<file path="src/design/bdlp_pkg.sv">
// Shared types and constants of the button debouncer with long-press detection.
// No dependencies; imported by every module of the block.
`default_nettype none

package bdlp_pkg;

    // Lane count limit and field widths
    localparam int MAX_BUTTONS   = 8;
    localparam int BUTTONS_DEF   = 8;
    localparam int CNT_W         = 8;
    localparam int STATES_W      = 2 * MAX_BUTTONS;
    localparam int CFG_INDEX_W   = 2;

    // Register reset values
    localparam logic [CNT_W-1:0] DEBOUNCE_RESET   = 8'd5;
    localparam logic [CNT_W-1:0] LONG_PRESS_RESET = 8'd50;
    localparam logic [CNT_W-1:0] RELOAD_RESET     = DEBOUNCE_RESET - 8'd1;

    // Register indexes
    localparam logic [CFG_INDEX_W-1:0] REG_DEBOUNCE   = 2'd0;
    localparam logic [CFG_INDEX_W-1:0] REG_LONG_PRESS = 2'd1;

    // Per-button accepted state
    typedef enum logic [1:0] {
        ST_LOW  = 2'd0,
        ST_HIGH = 2'd1,
        ST_LONG = 2'd2
    } btn_state_t;

    // Derived configuration handed to every lane
    typedef struct packed {
        logic [CNT_W-1:0] reload;
        logic [CNT_W-1:0] thresh;
    } lane_cfg_t;

    // One result word
    typedef struct packed {
        logic [MAX_BUTTONS-1:0] event_mask;
        logic [STATES_W-1:0]    button_states;
    } out_word_t;

endpackage

`default_nettype wire

</file>
<file path="src/design/button_debounce_long_press_top.sv">
// Button debouncer with long-press detection: config registers, lanes, merge.
// Depends on bdlp_pkg, bdlp_lane and bdlp_merge.
//
// Usage:
//   Input channel (in_valid/in_ready, pin_levels): one word per scan tick, bit i
//   is the raw level of button i, low means pressed. Bits at or above BUTTONS
//   are ignored.
//   Output channel (out_valid/out_ready, event_mask, button_states): exactly one
//   word per input word, in order. event_mask bit i flags an accepted state on
//   button i; button_states holds two bits per button (0 low, 1 high, 2 long).
//   Config channel (cfg_valid/cfg_ready, cfg_index, cfg_data): index 0 is
//   debounce_count (reset 5), index 1 is long_press_ticks (reset 50); other
//   indexes are dropped. cfg_ready is always high.
//   Each result is registered in the merge buffer before it reaches the output.
//   Throughput: one word per cycle while the result buffer has space; every button
//   is its own lane of combinational compares and registered counter updates.
//   Stall: a two-entry result buffer lets the input side keep going for one
//   word while the receiver stalls; in_ready drops when both entries are full.
//   Reset: every button reads released, run counters at zero, debounce
//   counters at 4, buffer empty.
`default_nettype none

module button_debounce_long_press_top
    import bdlp_pkg::*;
#(
    parameter int BUTTONS = BUTTONS_DEF
)
(
    input  wire logic                    clk,
    input  wire logic                    rst_n,
    input  wire logic                    in_valid,
    output logic                         in_ready,
    input  wire logic [MAX_BUTTONS-1:0]  pin_levels,
    output logic                         out_valid,
    input  wire logic                    out_ready,
    output logic [MAX_BUTTONS-1:0]       event_mask,
    output logic [STATES_W-1:0]          button_states,
    input  wire logic                    cfg_valid,
    output logic                         cfg_ready,
    input  wire logic [CFG_INDEX_W-1:0]  cfg_index,
    input  wire logic [CNT_W-1:0]        cfg_data
);

    logic [CNT_W-1:0]       debounce_reg;
    logic [CNT_W-1:0]       long_press_reg;
    lane_cfg_t              lane_cfg;
    logic                   step;
    logic                   space;
    out_word_t              word_in;
    out_word_t              word_out;
    logic [MAX_BUTTONS-1:0] events;
    btn_state_t             states [MAX_BUTTONS];

    assign cfg_ready = 1'b1;
    assign in_ready  = space;
    assign step      = in_valid && space;

    // Write configuration registers
    always_ff @(posedge clk or negedge rst_n)
    begin
        if (!rst_n)
        begin
            debounce_reg   <= DEBOUNCE_RESET;
            long_press_reg <= LONG_PRESS_RESET;
        end
        else if (cfg_valid)
        begin
            case (cfg_index)
                REG_DEBOUNCE:   debounce_reg   <= cfg_data;
                REG_LONG_PRESS: long_press_reg <= cfg_data;
                default:        ;
            endcase
        end
    end

    // Clamp zero settings to one
    always_comb
    begin
        lane_cfg.reload = (debounce_reg == '0) ? '0
                          : debounce_reg - {{(CNT_W-1){1'b0}}, 1'b1};
        lane_cfg.thresh = (long_press_reg == '0) ? {{(CNT_W-1){1'b0}}, 1'b1}
                          : long_press_reg;
    end

    // One lane per button; unused lanes read zero
    for (genvar i = 0; i < MAX_BUTTONS; i++)
    begin : g_lane
        if (i < BUTTONS)
        begin : g_used
            bdlp_lane u_lane (
                .clk       (clk),
                .rst_n     (rst_n),
                .step      (step),
                .pin       (pin_levels[i]),
                .cfg       (lane_cfg),
                .event_hit (events[i]),
                .state     (states[i])
            );
        end
        else
        begin : g_unused
            assign events[i] = 1'b0;
            assign states[i] = ST_LOW;
        end
        assign word_in.button_states[2*i +: 2] = states[i];
    end

    assign word_in.event_mask = events;

    bdlp_merge u_merge (
        .clk       (clk),
        .rst_n     (rst_n),
        .push      (step),
        .word_in   (word_in),
        .space     (space),
        .out_valid (out_valid),
        .out_ready (out_ready),
        .word_out  (word_out)
    );

    assign event_mask    = word_out.event_mask;
    assign button_states = word_out.button_states;

endmodule

`default_nettype wire

</file>
<file path="src/design/bdlp_lane.sv">
// One button lane: run counter, classification and debounce counter.
// Depends on bdlp_pkg for the state enum and the lane configuration struct.
`default_nettype none

module bdlp_lane
    import bdlp_pkg::*;
(
    input  wire logic       clk,
    input  wire logic       rst_n,
    input  wire logic       step,
    input  wire logic       pin,
    input  wire lane_cfg_t  cfg,
    output logic            event_hit,
    output btn_state_t      state
);

    btn_state_t       acc_reg, acc_next;
    logic [CNT_W-1:0] left_reg, left_next;
    logic [CNT_W-1:0] run_reg, run_next;
    logic [CNT_W:0]   run_inc;
    btn_state_t       sample;
    logic             differs;

    // Classify the sample and advance the run counter
    always_comb
    begin
        run_inc = {1'b0, run_reg} + {{CNT_W{1'b0}}, 1'b1};
        if (!pin)
        begin
            if (run_inc > {1'b0, cfg.thresh})
            begin
                run_next = cfg.thresh;
                sample   = ST_LONG;
            end
            else
            begin
                run_next = run_inc[CNT_W-1:0];
                sample   = ST_LOW;
            end
        end
        else
        begin
            run_next = '0;
            sample   = ST_HIGH;
        end
    end

    // Count down on a differing sample, accept at zero, reload otherwise
    always_comb
    begin
        differs   = (sample != acc_reg) || (run_next == cfg.thresh);
        acc_next  = acc_reg;
        left_next = left_reg;
        event_hit = 1'b0;
        if (differs)
        begin
            if (left_reg == '0)
            begin
                acc_next  = sample;
                event_hit = 1'b1;
            end
            else
            begin
                left_next = left_reg - {{(CNT_W-1){1'b0}}, 1'b1};
            end
        end
        else
        begin
            left_next = cfg.reload;
        end
    end

    assign state = acc_next;

    // Update lane state on each accepted word
    always_ff @(posedge clk or negedge rst_n)
    begin
        if (!rst_n)
        begin
            acc_reg  <= ST_HIGH;
            left_reg <= RELOAD_RESET;
            run_reg  <= '0;
        end
        else if (step)
        begin
            acc_reg  <= acc_next;
            left_reg <= left_next;
            run_reg  <= run_next;
        end
    end

endmodule

`default_nettype wire

</file>
<file path="src/design/bdlp_merge.sv">
// Merge stage: holds the packed lane result words in a two-entry buffer.
// Depends on bdlp_pkg for the result word type.
`default_nettype none

module bdlp_merge
    import bdlp_pkg::*;
(
    input  wire logic       clk,
    input  wire logic       rst_n,
    input  wire logic       push,
    input  wire out_word_t  word_in,
    output logic            space,
    output logic            out_valid,
    input  wire logic       out_ready,
    output out_word_t       word_out
);

    out_word_t   head_reg, head_next;
    out_word_t   tail_reg, tail_next;
    logic [1:0]  count_reg, count_next;
    logic        pop;

    assign space     = (count_reg != 2'd2);
    assign out_valid = (count_reg != 2'd0);
    assign pop       = out_valid && out_ready;
    assign word_out  = head_reg;

    // Steer words into head and tail
    always_comb
    begin
        head_next  = head_reg;
        tail_next  = tail_reg;
        count_next = count_reg;
        if (push && !pop)
        begin
            if (count_reg == 2'd0)
                head_next = word_in;
            else
                tail_next = word_in;
            count_next = count_reg + 2'd1;
        end
        else if (pop && !push)
        begin
            head_next  = tail_reg;
            count_next = count_reg - 2'd1;
        end
        else if (push && pop)
        begin
            if (count_reg == 2'd1)
                head_next = word_in;
            else
            begin
                head_next = tail_reg;
                tail_next = word_in;
            end
        end
    end

    // Hold the fill count
    always_ff @(posedge clk or negedge rst_n)
    begin
        if (!rst_n)
            count_reg <= 2'd0;
        else
            count_reg <= count_next;
    end

    // Hold the buffered words
    always_ff @(posedge clk)
    begin
        head_reg <= head_next;
        tail_reg <= tail_next;
    end

endmodule

`default_nettype wire

</file>
<file path="config.mk">
export PLATFORM = sky130hd
export DESIGN_NAME = button_debounce_long_press_top
export DESIGN_NICKNAME = d
export VERILOG_FILES = /design/src/design/bdlp_pkg.sv /design/src/design/button_debounce_long_press_top.sv /design/src/design/bdlp_lane.sv /design/src/design/bdlp_merge.sv
export SDC_FILE = /design/constraint.sdc
export NUM_CORES = 1
export LEC_CHECK = 0
export BUFFER_PORTS_ARGS = -buffer_cell sky130_fd_sc_hd__buf_2
export CELL_PAD_IN_SITES_DETAIL_PLACEMENT = 1
export CELL_PAD_IN_SITES_GLOBAL_PLACEMENT = 2
export CORE_ASPECT_RATIO = 0.75
export CORE_MARGIN = 2
export CORE_UTILIZATION = 43
export CTS_CLUSTER_DIAMETER = 30
export DETAILED_ROUTE_END_ITERATION = 12
export MAX_ROUTING_LAYER = met4
export PLACE_DENSITY_LB_ADDON = 0.1
export SETUP_SLACK_MARGIN = 0.4
export SLEW_MARGIN = 25
export SYNTH_ARGS = -nofsm -noshare
export SYNTH_HDL_FRONTEND = slang
export SYNTH_SLANG_ARGS = --single-unit
</file>
<file path="constraint.sdc">
create_clock -name clk -period 7.9 [get_ports clk]
set_input_delay 0.395 -clock clk [delete_from_list [all_inputs] [get_ports clk]]
set_output_delay 0.395 -clock clk [all_outputs]
set_load 0.01 [all_outputs]
</file>
==> After elaboration in Yosys (flattened, before gate mapping) <==
Index checks and enable logic that the tools add are counted.
{ "totals": {"register_bits": 210, "rom_bits": 0, "memories": 0, "latch_bits": 0, "in_bits": 23, "word_cells": 226, "ram_bits": 0, "out_inout_bits": 27} }
{ "classes": {"shift": 0, "bitwise_logic": 0, "add_sub_neg": 19, "n_reduce_logical": 43, "n_mux": 94, "eq_ne": 31, "div": 0, "n_lt_le_gt_ge": 8, "multipliers": 0} }
{ "op_table": {"columns": ["op", "count"], "rows": [
  ["$mux 8", 34],
  ["$mux 24", 10],
  ["$logic_not 8->1", 10],
  ["$add 8x1->9 const B", 8],
  ["$gt 9x8->1", 8],
  ["$sub 8x1->8 const B", 9],
  ["$mux 2", 34],
  ["$eq 8x8->1", 8],
  ["$ne 2x2->1 const B", 11],
  ["$reduce_and 2->1", 11],
  ["$mux 1", 16],
  ["$ne 2x2->1", 8],
  ["$logic_or 1x1->1", 8],
  ["$reduce_bool 2->1", 3],
  ["$logic_and 1x1->1", 5],
  ["$eq 2x1->1 const B", 2],
  ["$logic_not 2->1", 2],
  ["$ne 2x1->1 const B", 2],
  ["$reduce_and 4->1", 1],
  ["$reduce_bool 3->1", 1],
  ["$add 2x1->2 const B", 1],
  ["$logic_not 1->1", 2],
  ["$sub 2x1->2 const B", 1]
]} }

==> Logic depth before layout (Yosys ltp) <==
Gate-level depths: netlist (run 1).
{ "logic_depth": {"depth_word": 12, "mapped_depth": 18, "mapped_depth_nobuf": 15} }

==> Modules after synthesis <==
A second synthesis (run 1) with hierarchy kept.
{ "unflattened": {"hier_cells": 1921, "area_unflattened_um2": 16654.7} }
{ "modules_own_cells": {"columns": ["mod", "cells_each", "seq_area_each_um2", "instances", "area_per_inst_um2"], "rows": [
  ["bdlp_lane (g_lane[1].g_used.u_lane ...)", 205, 452.9, 5, 1656.6],
  ["bdlp_lane (g_lane[0].g_used.u_lane ...)", 191, 452.9, 2, 1577.8],
  ["bdlp_merge", 209, 1491.4, 1, 2477.4],
  ["bdlp_lane (g_lane[6].g_used.u_lane)", 225, 452.9, 1, 1853.0],
  ["button_debounce_long_press_top", 80, 406.6, 1, 885.8]
]} }

==> Worst setup path after synthesis (run 1) <==
OpenSTA, ideal clock, no wires.
{ "synth_path": {"kind": "flip-flop to flip-flop", "from": "reg u_merge.count_reg[0]", "to": "reg u_merge.head_reg (netlist bit u_merge.word_out[0]) (enable)", "arrival_time_ns": 3.168, "setup_time_ns": 0.438, "setup_slack_ns": 4.293, "path_stages_with_launch": 9, "path_buffers": 3, "required_time_ns": 7.462, "period_less_slack_ns": 3.607, "cell_sequence": "dfrtp_1 inv_1 ha_1 inv_1 nand2_1 clkbuf_1 buf_1 buf_1 o21ai_0"} }
{ "synth_between": {"elab_chain_cells": 6, "elab_cells_between_ends": 13, "cone_classes": "2 x eq/ne; 11 x reduce/logical"} }
{ "synth_rtl": {"columns": ["item", "line", "source"], "rows": [
  ["start, declared", "bdlp_merge.sv:20", "logic [1:0] count_reg, count_next;"],
  ["start signal, assigned", "bdlp_merge.sv:65", "count_reg <= count_next;"],
  ["$ne 2x2->1 (*)", "bdlp_merge.sv:23", "assign space = (count_reg != 2'd2);"],
  ["net in_ready", "button_debounce_long_press_top.sv:32", "output logic in_ready,"],
  ["$logic_and 1x1->1 (*)", "button_debounce_long_press_top.sv:56", "assign step = in_valid && space;"],
  ["$logic_not 1->1", "bdlp_merge.sv:42", "else if (pop && !push)"],
  ["$logic_and 1x1->1", "bdlp_merge.sv:42", null],
  ["$reduce_bool 3->1 (no line)", null, null],
  ["$reduce_and 2->1 (no line) (*)", null, null],
  ["end signal, assigned", "bdlp_merge.sv:71", "head_reg <= head_next;"],
  ["end, declared", "bdlp_merge.sv:18", "out_word_t head_reg, head_next;"]
]} }
Mark *: on every way through the listed nets, which the timed path passes. The rest lies on a longest branch.
A chain may end at the register's enable or synchronous reset.

==> Worst setup path after layout (run 1) <==
{ "layout_path": {"from": "reg long_press_reg[7]", "to": "reg g_lane[2].g_used.u_lane.left_reg[3]"} }
{ "layout_between": {"elab_chain_cells": 9, "elab_cells_between_ends": 13, "cone_classes": "1 x order compare; 3 x eq/ne; 6 x mux; 3 x reduce/logical"} }
{ "layout_rtl": {"columns": ["item", "line", "source"], "rows": [
  ["start, declared", "button_debounce_long_press_top.sv:45", "logic [CNT_W-1:0] long_press_reg;"],
  ["start signal, assigned", "button_debounce_long_press_top.sv:70", "REG_LONG_PRESS: long_press_reg <= cfg_data;"],
  ["$logic_not 8->1", "button_debounce_long_press_top.sv:81", "lane_cfg.thresh = (long_press_reg == '0) ? {{(CNT_W-1){1'b0}}, 1'b1}"],
  ["$mux 8 (*)", "button_debounce_long_press_top.sv:81", null],
  ["$gt 9x8->1", "bdlp_lane.sv:30", "if (run_inc > {1'b0, cfg.thresh})"],
  ["$mux 8 or $mux 2 (tied branches)", "bdlp_lane.sv:30", null],
  ["$mux 8 or $mux 2 (tied branches)", "bdlp_lane.sv:28", "if (!pin)"],
  ["$eq 8x8->1 or $ne 2x2->1 (tied branches)", "bdlp_lane.sv:51", "differs = (sample != acc_reg) || (run_next == cfg.thresh);"],
  ["$logic_or 1x1->1 (*)", "bdlp_lane.sv:51", null],
  ["$ne 2x2->1 (no line)", null, null],
  ["$reduce_and 2->1 (no line)", null, null],
  ["end signal, assigned", "bdlp_lane.sv:87", "left_reg <= left_next;"],
  ["end, declared", "bdlp_lane.sv:18", "logic [CNT_W-1:0] left_reg, left_next;"]
]} }
Mark *: on every way between the ends. The rest lies on a longest branch, timed or not.

==> flow_results.org, run 1 <==
** Place
- In this run the tool buffered the top-level ports with 48 buffer cells.
- Routability-driven placement finished with a final weighted congestion of 0.858.
- Placed Cells incl. Taps :: 2,176
- Post-detail-place hpwl :: 34.1 mm

** Route
- The detail route stage leaves a number of antenna-violating nets equal to 0.
- In the routed design, unresolved DRC markers number 0.
- Dividing the detail-routed via count by the number of cells gives 6.20.
- Number of detailed-routing iterations run before antenna repair :: 6
- Iteration-0 DRC count of the detailed router :: 883
- Routed wire length per instance :: 22.7 um
- Vias after detailed routing :: 14,200
- After detailed routing, the total wire length is 51.9 mm.

** Logic synthesis
- Synthesis instantiated 104 different standard cells from the library.
- Post-synthesis async set-or-reset flop share :: 77.1%
- Post-Synthesis Cells :: 1,746
- In this run, synthesis produced a sequential element count of 210.
- Post-synthesis cell area :: 0.0152 sq mm
- The average instance in the mapped netlist occupies 8.68 sq um.
- For this run, the register share of the synthesized area comes to 36.4%.
- EDFF count, synth :: 48
- For this run, the number of Yosys warnings is 0.
- Predominant post-synthesis flop cell :: dfrtp_1
- Number of nets in the synthesized netlist :: 1,839

** CTS
- Worst skew pair latency :: 0.58 ns
- Clock input transition at the sequential cells of the worst setup and hold paths :: 0.05 ns
- Maximum level of the CTS H-tree :: 2
- Resized cells post-CTS :: 0
- Root buffer cell :: clkbuf_16
- Total clock buffers created by CTS :: 59
- Worst-case clock buffer depth :: 3
- The clock drives 210 sinks.
- TritonCTS clock tree :: done

** Setup path
- Type of destination of the critical path :: flop
- Arrival time at the worst endpoint :: 5.48 ns
- Tracing the worst setup path back leads to its startpoint at long_press_reg[7].
- STA classifies the critical path startpoint as a flop.
- Required time of the worst setup path :: 8.36 ns
- In this run the critical register-to-register path is launched from long_press_reg[7].
- Along the worst path, the maximum fanout reaches 21.
- By startpoint and endpoint, the worst setup path is classified as reg2reg.

** Timing
- The tightest hold path in the finished design has a slack of 0.0637 ns.
- RSZ-0062 raised after global routing :: no
- Across the routed clock network, the largest skew measured is 0.0194 ns.
- In the finished design, the share of the clock period the worst path needs comes to 63.6%.
- After routing, the total negative slack on setup checks comes to 0 ns.
- Transition time of the tightest slew-check pin :: 1.01 ns
- Setup violations remaining at the end of the flow were counted as 0.
- Achievable clock frequency :: 0.199 GHz
- Worst-case headroom to the max-slew limit :: 32.6%
- Number of endpoints with negative hold slack in the final report :: 0
- Subtracting the final worst setup slack from the clock period gives 5.02 ns.
- The final number of max-transition violations came to 0.

** Run
- Maximum capacitance violations :: 0

** Pwr
- P_leak :: 7.42 nW
- Clock power frac :: 34.0%
- The internal portion of the total power is 4.67 mW.
- Per report_power, the sequential group accounts for 26.8% of the total.
- Share of total power consumed by net switching :: 40.1%
- Total power divided by cell area :: 434 mW/mm^2
- In this run the power spent charging and discharging nets is 3.13 mW.
- Peak supply drop :: 0.000327 V
- Combinational share of power :: 39.2%

** Floorplanning
- Row count :: 59
- After floorplanning, the core was sized to cover 0.0347 sq mm.
- In this run the count of I/O pins placed on the die edge is 50.
- The floorplan step defined a die boundary enclosing 0.0368 sq mm.
- Height of the die :: 167 um
- The initial utilization of the core area, before any placement, comes to 43.7%.
- Width of the die :: 221 um

** Final layout
- Count of inserted antenna diode cells :: 0
- Fraction of layout instances using a drive strength above 1 :: 16.2%
- Syn-to-layout area delta :: 18.5%
- Final Non-Filler Cells :: 2,289
- Nets :: 1,874
- The filler cells instantiated in the layout total 4,011.

** GRT
- The via count of the first global-routing pass came to 14,400.
- Initial antenna violation count :: 1
- First-pass GRT wire length :: 82.5 mm
- Largest net degree at the start of global routing :: 76
- GRT Residual Overflow :: 0
- Global routing consumed, over all layers together, 29.4% of the routing resources.

** Min path
- Class of the most critical hold timing path :: in2reg
- The startpoint identified for the worst hold timing path is cfg_data[4].

** Outcome
- Status :: finished, final reports clean
[cell usage in the layout (no fill, tap or decap), types with 17 or more instances in the layout]
| cell type | instances |
|---|---|
| o31ai_1 | 27 |
| buf_4 | 24 |
| or2_2 | 19 |
| nor3_1 | 62 |
| nand4_1 | 19 |
| a221o_1 | 40 |
| nand3_1 | 48 |
| edfxtp_1 | 48 |
| xnor2_1 | 45 |
| clkbuf_16 | 61 |
| inv_1 | 71 |
| ha_1 | 70 |
| mux2i_1 | 22 |
| dfrtp_1 | 141 |
| xor2_1 | 18 |
| nand2_1 | 184 |
| a21oi_1 | 86 |
| dfstp_2 | 21 |
| or3_1 | 33 |
| buf_2 | 47 |
| o21ai_0 | 173 |
| o211ai_1 | 17 |
| mux2_2 | 25 |
| nor4_1 | 20 |
| a21o_1 | 24 |
| nand2b_1 | 32 |
| nor2_1 | 150 |
[logic make-up (layout without fill, tap and decap cells)]
group	count (synthesis)	after routing	synth area share, %
xor+xnor	71	71	4.75
simple gates	662	662	21.8
compound gates	501	501	22.4
buf+inv	177	263	4.94
fa+ha+maj	73	73	5.98
mux	51	51	3.68
flops	210	210	36.4
other cells	1	1	0.0247
[layer usage]
metal,part of all wire (%),track usage (%),up-vias
met2,45,45.0,371
li1,-,-,6530
met4,1.7,6.49,0
met3,5.3,4.88,76
met1,48,40.8,7212
met5,0,-,-
[critical path, cell delays in order, from the launching register on]
cell,delay [ns]
dfrtp_1,0.80
nor3_2,0.18
a21oi_4,0.59
inv_2,0.41
ha_1,0.31
nor2b_1,0.15
nor4_1,0.08
o41ai_1,0.38
a31oi_1,0.22
or3_1,0.40
a32oi_2,0.74
or2_2,0.31
nor3_1,0.07
a221o_1,0.26
[power groups by stage]
stage | combinational (mW) | sequential [mW] | clock (mW)
global route | 3.40 | 2.15 | 2.75
detailed placement | 3.01 | 2.07 | 0
global placement | 2.91 | 2.05 | 0
CTS | 3.05 | 2.07 | 2.69
floorplan | 2.24 | 1.93 | 0
finish | 3.06 | 2.09 | 2.65
[path summary, 6_finish.rpt]
check,end,slack [ns],depth (start not counted)
setup / recovery,g_lane[2].g_used.u_lane.left_reg[3],2.88,13
max in group asynchronous,g_lane[5].g_used.u_lane.acc_reg[1],5.49,4
hold / removal,debounce_reg[4],0.06,2
min in group asynchronous,g_lane[7].g_used.u_lane.run_reg[4],0.34,2
hold reg to reg,u_merge.word_out[23],0.50,2
setup reg to reg,g_lane[2].g_used.u_lane.left_reg[3],2.88,13
[Yosys cell counts (6+ instances only)]
| cell type | number | area share [%] |
|---|---|---|
| xnor2_1 | 45 | 2.6 |
| o211ai_1 | 17 | 0.84 |
| o22ai_1 | 12 | 0.50 |
| or3_1 | 33 | 1.4 |
| buf_4 | 9 | 0.45 |
| a221o_1 | 40 | 2.6 |
| dfstp_2 | 21 | 3.6 |
| a21oi_1 | 88 | 2.9 |
| nand3b_1 | 6 | 0.30 |
| and2_1 | 9 | 0.37 |
| a211oi_1 | 7 | 0.35 |
| nor2b_1 | 13 | 0.54 |
| nor3_1 | 62 | 2.0 |
| or4_1 | 12 | 0.59 |
| o21a_1 | 11 | 0.54 |
| buf_2 | 14 | 0.46 |
| o221ai_1 | 8 | 0.46 |
| xnor3_1 | 6 | 0.89 |
| mux2i_1 | 22 | 1.5 |
| nand2b_1 | 32 | 1.3 |
| nor3b_1 | 11 | 0.54 |
| dfrtp_1 | 141 | 23 |
| inv_1 | 71 | 1.8 |
| nand3_1 | 48 | 1.6 |
| a21o_1 | 24 | 1.2 |
| nand4_1 | 19 | 0.78 |
| nand2_1 | 185 | 4.6 |
| clkbuf_1 | 63 | 1.6 |
| o21ai_0 | 174 | 5.7 |
| a22oi_1 | 6 | 0.30 |
| buf_1 | 7 | 0.17 |
| and3_1 | 16 | 0.66 |
| edfxtp_1 | 48 | 9.5 |
| nor4_1 | 21 | 0.87 |
| o41ai_1 | 6 | 0.35 |
| a31oi_1 | 16 | 0.66 |
| o31ai_1 | 27 | 1.3 |
| mux2_2 | 25 | 1.9 |
| xor2_1 | 18 | 1.0 |
| or2_2 | 19 | 0.78 |
| nor2_1 | 153 | 3.8 |
| ha_1 | 70 | 5.8 |
[metrics by stage]
step / cell area (sq um) / utilization [%] / power, mW / worst slack [ns]
after global placement: 15700 / 45.3 / 4.96 / 3.13
after floorplan: 15200 / - / 4.17 / 4.29
final: 18000 / 51.8 / 7.79 / 2.88
after detailed placement: 15700 / 45.4 / 5.08 / 2.92
after CTS: 18000 / 51.8 / 7.81 / 2.92
after global routing: 18000 / 51.8 / 8.31 / 2.53
[final cells by class]
class | instances | area (sq um) | share of cell area [%]
Clock buffer | 72 | 1610 | 8.95
Clock inverter | 40 | 608 | 3.39
Inverter | 78 | 293 | 1.63
Multi-Input combinational cell | 1359 | 8920 | 49.7
Sequential cell | 210 | 5520 | 30.7
Tap cell | 457 | 572 | 3.18
Timing Repair Buffer | 73 | 437 | 2.43
[what timing repair did]
action,in CTS,in global routing
hold endpoints to repair,44,0
hold buffers,1,0
buffers inserted,0,0
No activity file was read; power rests on OpenSTA's default activity.
==> run 2, diff against run 1 <==
--- a/config.mk
+++ b/config.mk
@@ -10,7 +10,7 @@
 export CELL_PAD_IN_SITES_GLOBAL_PLACEMENT = 2
 export CORE_ASPECT_RATIO = 0.75
 export CORE_MARGIN = 2
-export CORE_UTILIZATION = 43
+export CORE_UTILIZATION = 40
 export CTS_CLUSTER_DIAMETER = 30
 export DETAILED_ROUTE_END_ITERATION = 12
 export MAX_ROUTING_LAYER = met4
==> constraint.sdc (replaced) <==
create_clock -name clk -period 5.05 [get_ports clk]
set_input_delay 0.2525 -clock clk [delete_from_list [all_inputs] [get_ports clk]]
set_output_delay 0.2525 -clock clk [all_outputs]
set_load 0.01 [all_outputs]
==> flow_results.org, run 2 (synthesis results as in run 1) <==
** Outcome
- The run finished with clean final reports.

** Place
- Routability-driven placement finished with a final weighted congestion of 0.845.
- Once detailed placement completed, the half-perimeter wirelength came to 35.4 mm.
- Placed Cells incl. Taps :: 2,244
- Number of buffers added on ports :: 48

** Setup path
- Slowest cell delay on critical path :: 0.54 ns
- R2r worst-path depth :: 15
- The cell family contributing the most delay on the critical path is compound AO/OA/AOI/OAI gates.
- Setup slack on the worst flop-to-flop path :: 0.72 ns
- Worst Path Buf+Inv :: 2
- Along the worst path, the maximum fanout reaches 15.
- CP Class :: reg2reg
- The critical path starts at g_lane[4].g_used.u_lane.run_reg[0].
- CP Cell Sequence :: ha_1 -> nand3_2 -> nor2_1 -> xor2_1 -> ha_1 -> a21o_1 -> a21oi_1 -> and2_1 -> a211oi_2 -> buf_4 -> or4b_1 -> o22ai_2 -> buf_4 -> o21ai_1 -> a221o_1
- Slowest CP cell :: or4b_1
- STA classifies the critical path endpoint as a flop.
- Required time of the worst setup path :: 5.53 ns
- Arrival time at the worst endpoint :: 4.80 ns
- Startpoint types :: flop
- Reg-to-reg critical path endpoint :: g_lane[4].g_used.u_lane.left_reg[6]
- The worst register-to-register path begins at g_lane[4].g_used.u_lane.run_reg[0].

** Route
- Vias after detailed routing :: 14,000
- Number of remaining DRC errors :: 0
- The final layout contains routed wiring with a total length of 51.7 mm.
- The detail route stage leaves a number of antenna-violating nets equal to 0.
- Number of detailed-routing iterations run before antenna repair :: 5
- Routed wire length per instance :: 21.9 um
- Iteration-0 DRC count of the detailed router :: 914
- Using the TritonRoute via totals, the vias-per-cell ratio works out to 5.93.

** Floorplanning
- Area of the core :: 0.0372 sq mm
- The floorplan has 61 rows.
- Height of the die :: 173 um
- For this design the top-level I/O count stands at 50.
- Width of the die :: 229 um
- Die area :: 0.0395 sq mm
- For this configuration, the core starts out at a cell density of 40.8%.

** GRT
- The number of antenna violations at the first check in global routing came to 1.
- Largest net degree at the start of global routing :: 71
- The via count of the first global-routing pass is 14,300.
- The total overflow left after global routing is 0.
- For this run, the total global-route usage over all layers was measured as 27.0%.
- The first global-routing pass estimated 82.5 mm of wire.

** CTS
- The tree is rooted in a clkbuf_16.
- The longest clock path from root to sink contains 3 buffers.
- Resized cells post-CTS :: 0
- Total clock buffers created by CTS :: 56
- Clock input transition at the sequential cells of the worst setup and hold paths :: 0.05 ns
- At the later pin of the worst-skew pair, clock insertion delay measures 0.60 ns.
- The clock net in this run drives a total of 210 sinks.
- TritonCTS built the clock tree.
- The H-tree was split into 2 levels.

** Timing
- Transition time of the tightest slew-check pin :: 1.05 ns
- Worst-case headroom to the max-slew limit :: 30.0%
- The final number of max-transition violations was 0.
- Clock skew on the completed layout was measured at 0.0319 ns.
- In the final timing run, aggregate negative setup slack is 0 ns.
- Timing would allow up to 0.231 GHz.
- Setup repair after global routing left no endpoint under its margin.
- Setup violations remaining at the end of the flow were counted as 0.
- Hold timing on the final database bottoms out at a slack of 0.0541 ns.
- The final critical path takes up 85.7% of the cycle.
- Clock period minus worst slack :: 4.33 ns
- Number of endpoints with negative hold slack in the final report :: 0

** Min path
- The worst hold path was traced through 3 stages.
- The path with the worst hold slack has its endpoint at g_lane[5].g_used.u_lane.acc_reg[0].
- The min-delay analysis places its worst path in the category in2reg.
- Worst hold path startpoint :: pin_levels[5]

** Run
- The tool flagged a number of max-cap violations equal to 0.

** Pwr
- Across the VDD grid, the largest voltage drop is 0.000310 V.
- Power spread over the standard cell area amounts to 652 mW/mm^2.
- Power comes to 11.7 mW.
- The analysis attributes to cell leakage a power of 7.46 nW.

** Final layout
- The top cell types in the final layout, fill and taps aside, are nand2_1, o21ai_0, nor2_1.
- Final Core Density :: 48.4%
- Leading cell type in the layout, fill and taps excluded :: nand2_1
- Final Non-Filler Cells :: 2,359
- The area growth from synthesis to layout is 18.7%.
- Of the cells placed in the final design, the portion with a size suffix greater than 1 is 16.3%.
- Nets :: 1,900
-- run 2: per-layer routing --
metal | up-vias | share of wire, % | GRT usage (%)
met5 | - | 0 | -
met1 | 7003 | 49 | 38.5
li1 | 6571 | - | -
met3 | 95 | 4.9 | 3.96
met2 | 316 | 43 | 39.8
met4 | 0 | 2.5 | 7.52
-- run 2: where the power goes --
| part | total [mW] | internal (mW) | switching (mW) |
|---|---|---|---|
| Combinational | 4.91 | 1.91 | 3.00 |
| Sequential | 3.20 | 2.51 | 0.695 |
| Clock | 3.61 | 2.47 | 1.14 |
| Total | 11.7 | 6.89 | 4.84 |
-- run 2: area by class of cell --
class | instances | area [sq um]
Clock buffer | 84 | 1670
Sequential cell | 210 | 5520
Timing Repair Buffer | 102 | 674
Multi-Input combinational cell | 1359 | 8920
Inverter | 78 | 293
Fill cell | 4312 | 19200
Tap cell | 504 | 631
Clock inverter | 21 | 277
Antenna cell | 1 | 2.50
-- run 2: worst max path at each step --
stage               slack (ns)                             endpoint  depth (start not counted)
detailed placement        0.83  g_lane[4].g_used.u_lane.left_reg[6]                         15
global route              0.46  g_lane[4].g_used.u_lane.left_reg[6]                         15
finish                    0.72  g_lane[4].g_used.u_lane.left_reg[6]                         15
global placement          0.93  g_lane[4].g_used.u_lane.left_reg[6]                         15
floorplan                 1.44                  u_merge.word_out[0]                          8
CTS                       0.76  g_lane[4].g_used.u_lane.left_reg[6]                         15
-- run 2: through the flow --
step	cell area (sq um)	setup slack [ns]
2_1_floorplan	15200	1.44
3_3_place_gp	15900	0.934
3_5_place_dp	15900	0.828
4_1_cts	18000	0.755
5_1_grt	18000	0.459
6_report	18000	0.724
-- run 2: repair_timing --
action / in CTS / in global routing
setup endpoints to repair: 0 / 0
endpoints found under the hold margin: 74 / 0
hold buffers: 9 / 0
setup buffers: 0 / 0
-- run 2: worst register-to-register path, stage by stage (launching register included) --
cell and delay (ns):
dfrtp_1 0.51, ha_1 0.32, nand3_2 0.14, nor2_1 0.23, xor2_1 0.25, ha_1 0.29
a21o_1 0.17, a21oi_1 0.21, and2_1 0.18, a211oi_2 0.05, buf_4 0.18, or4b_1 0.54
o22ai_2 0.51, buf_4 0.27, o21ai_1 0.07, a221o_1 0.30
==> run 3, diff against run 2 <==
--- a/config.mk
+++ b/config.mk
@@ -10,7 +10,8 @@
 export CELL_PAD_IN_SITES_GLOBAL_PLACEMENT = 2
 export CORE_ASPECT_RATIO = 0.75
 export CORE_MARGIN = 2
-export CORE_UTILIZATION = 40
+export CORE_UTILIZATION = 41
+export CTS_BUF_LIST = sky130_fd_sc_hd__clkbuf_4 sky130_fd_sc_hd__clkbuf_8
 export CTS_CLUSTER_DIAMETER = 30
 export DETAILED_ROUTE_END_ITERATION = 12
 export MAX_ROUTING_LAYER = met4
==> flow_results.org, run 3 (synthesis results as in run 1) <==
** Outcome
- The flow ran to the end, and the final reports show no timing, DRC or antenna violations.

** Place
- Gpl congestion :: 0.803
- Post-detail-place hpwl :: 34.5 mm
- In this run the tool buffered the top-level ports with 48 buffer cells.

** GRT
- The layer flagged by global routing as most heavily used is met2.
- Global router's overall resource usage :: 27.7%
- First-pass GRT wire length :: 81.3 mm
- GRT Residual Overflow :: 0
- Met2 usage :: 42.7%
- Initial antenna violation count :: 1
- Entering global routing, the biggest net connects 84 pins.
- For met1 alone, demand over resource in global routing was 38.3%.
- In the global route stage, met3 resource usage came out at 4.02%.
- Via count of the first global-routing pass :: 14,300

** Timing
- Transition time of the tightest slew-check pin :: 0.955 ns
- Final Cycle Share :: 85.5%
- The final hold violation count came to 0.
- Static timing analysis puts the maximum clock frequency at 0.232 GHz.
- Sum Neg Setup Slack :: 0 ns
- The final number of max-transition violations was 0.
- Setup Skew :: 0.0326 ns
- Clock period minus worst slack :: 4.32 ns
- RSZ-0062 raised after global routing :: no
- The worst pin sits at a relative slew slack of 36.3%.
- Setup violations remaining at the end of the flow were counted as 0.

** Setup path
- Required time of the worst setup path :: 5.56 ns
- Counting cells, the worst reg-to-reg path comes to 11.
- STA classifies the critical path endpoint as a flop.
- The worst setup path is launched from a flop.
- Arrival time at the worst endpoint :: 4.83 ns
- Worst-path fanout max :: 18
- Reg-to-reg critical path endpoint :: g_lane[2].g_used.u_lane.left_reg[3]
- Beginning of the worst register-to-register path :: long_press_reg[1]
- CP Class :: reg2reg
- For flop-to-flop paths, the worst setup slack is 0.73 ns.

** Route
- Vias after detailed routing :: 13,900
- For this block, the routed nets add up to 50.6 mm of wire.
- The first routing iteration left 774 violations.
- Dividing the detail-routed wire length by the instance count gives 21.5 um.
- Drt via density :: 5.92
- Number of detailed-routing iterations run before antenna repair :: 6
- Number of remaining DRC errors :: 0
- Once detail routing completed, the nets flagged for antenna violations numbered 0.

** Final layout
- Top library cells by usage in the layout, fill and taps aside :: nand2_1, o21ai_0, nor2_1
- Leading cell type in the layout, fill and taps excluded :: nand2_1
- Filler cell count :: 4,261
- Count of inserted antenna diode cells :: 0
- Compared with the post-synthesis result, the final layout area differs by 15.4%.
- Fraction of layout instances using a drive strength above 1 :: 16.8%
- Nets :: 1,903

** CTS
- Clock input transition at the sequential cells of the worst setup and hold paths :: 0.06 ns
- Buffers inserted during clock tree synthesis total 57.
- TritonCTS built the clock tree.
- Worst-case clock buffer depth :: 3
- Maximum level of the CTS H-tree :: 2
- Post-CTS setup buffer count :: 0
- The clock drives 210 sinks.
- Worst skew pair latency :: 0.62 ns
- The root buffer cell chosen for the clock tree is clkbuf_8.

** Pwr
- Net switching power :: 4.64 mW
- For this design the ratio of total power to cell area is 618 mW/mm^2.
- Per report_power, the combinational group accounts for 45.6% of the total.
- Clock power frac :: 24.7%
- P_int :: 6.17 mW
- Net switching is 42.9% of the power.
- Peak supply drop :: 0.000246 V
- Registers are responsible for 29.7% of the overall power.
- The design draws 10.8 mW.
- P_leak :: 7.23 nW

** Min path
- Hold EP :: g_lane[2].g_used.u_lane.run_reg[3]
- The min-delay analysis places its worst path in the category in2reg.
- Worst hold path startpoint :: pin_levels[2]
- Hold path depth :: 2

** Floorplanning
- The core region is 0.0361 sq mm.
- For this design the top-level I/O count stands at 50.
- In this run the core area contains 60 standard-cell rows.
- Measured along the x axis, the die boundary spans 226 um.
- The die covers 0.0385 sq mm.
- Once the floorplan was initialized, standard cells occupied 42.0% of the core.
- The floorplan step set the die height to 171 um.

** Run
- Maximum capacitance violations :: 0
## run 3: changes by cell type in the layout (fill, tap and decap cells not counted), sizes merged
cell,before,now
clkbuf,84,79
dlygate4sd3,9,11
clkinvlp,2,6
bufinv,4,8
diode,1,0
clkinv,17,16
## run 3: per-stage QoR
| stage | cells | cell area (sq um) | hold slack (ns) | setup WS (ns) | util (%) |
|---|---|---|---|---|---|
| 2_1_floorplan | 1746 | 15200 | -0.0431 | 1.44 | - |
| 3_3_place_gp | 2235 | 15900 | 0.395 | 0.795 | 44.2 |
| 3_5_place_dp | 2235 | 16000 | 0.404 | 0.669 | 44.2 |
| 4_1_cts | 2353 | 17400 | 0.0357 | 0.658 | 48.3 |
| 5_1_grt | 2354 | 17500 | 0.0784 | 0.406 | 48.4 |
| 6_report | 2354 | 17500 | 0.0899 | 0.731 | 48.4 |
## run 3: layer usage
metal,up-vias,wire [um]
met1,7000,24800
met3,67,2390
met2,303,22400
met4,0,973
met5,-,0
li1,6571,-
## run 3: worst max path at each step
stage / startpoint / to / slack (ns) / depth (start not counted)
floorplan: u_merge.count_reg[0] / u_merge.word_out[0] / 1.44 / 8
detailed placement: long_press_reg[1] / g_lane[4].g_used.u_lane.left_reg[1] / 0.67 / 11
finish: long_press_reg[1] / g_lane[2].g_used.u_lane.left_reg[3] / 0.73 / 11
CTS: long_press_reg[1] / g_lane[4].g_used.u_lane.left_reg[1] / 0.66 / 11
global placement: long_press_reg[1] / g_lane[4].g_used.u_lane.left_reg[1] / 0.80 / 11
global route: g_lane[7].g_used.u_lane.run_reg[0] / g_lane[7].g_used.u_lane.left_reg[5] / 0.41 / 13
## run 3: worst max-delay path, stage by stage, from the launching register on
cell	delay (ns)
dfstp_2	0.86
inv_1	0.37
ha_1	0.40
nor2b_1	0.18
nor4_1	0.09
o41ai_1	0.40
a31oi_1	0.21
or3_1	0.39
a32oi_2	0.70
or2_2	0.29
nor3_1	0.05
a221o_1	0.26
## run 3: cell type report
class	count	area, sq um	area share [%]
flip-flops and latches	210	5520	31.6
clock buffers	79	1020	5.82
repair buffers	104	739	4.23
well taps	496	621	3.55
clock inverters	28	363	2.07
multi-input cells	1359	8930	51.1
inverters	78	293	1.67
## run 3: power by group through the flow
stage	registers, mW	clock network (mW)	logic (mW)
finish	3.21	2.67	4.93
global route	3.32	2.82	5.49
CTS	3.20	2.74	4.90
detailed placement	3.21	0	4.85
global placement	3.18	0	4.69
floorplan	3.02	0	3.50
## run 3: what timing repair did
action	CTS	global route
resized for setup	0	2
endpoints found under the setup margin	0	4
hold buffers	11	0
endpoints found under the hold margin	89	0
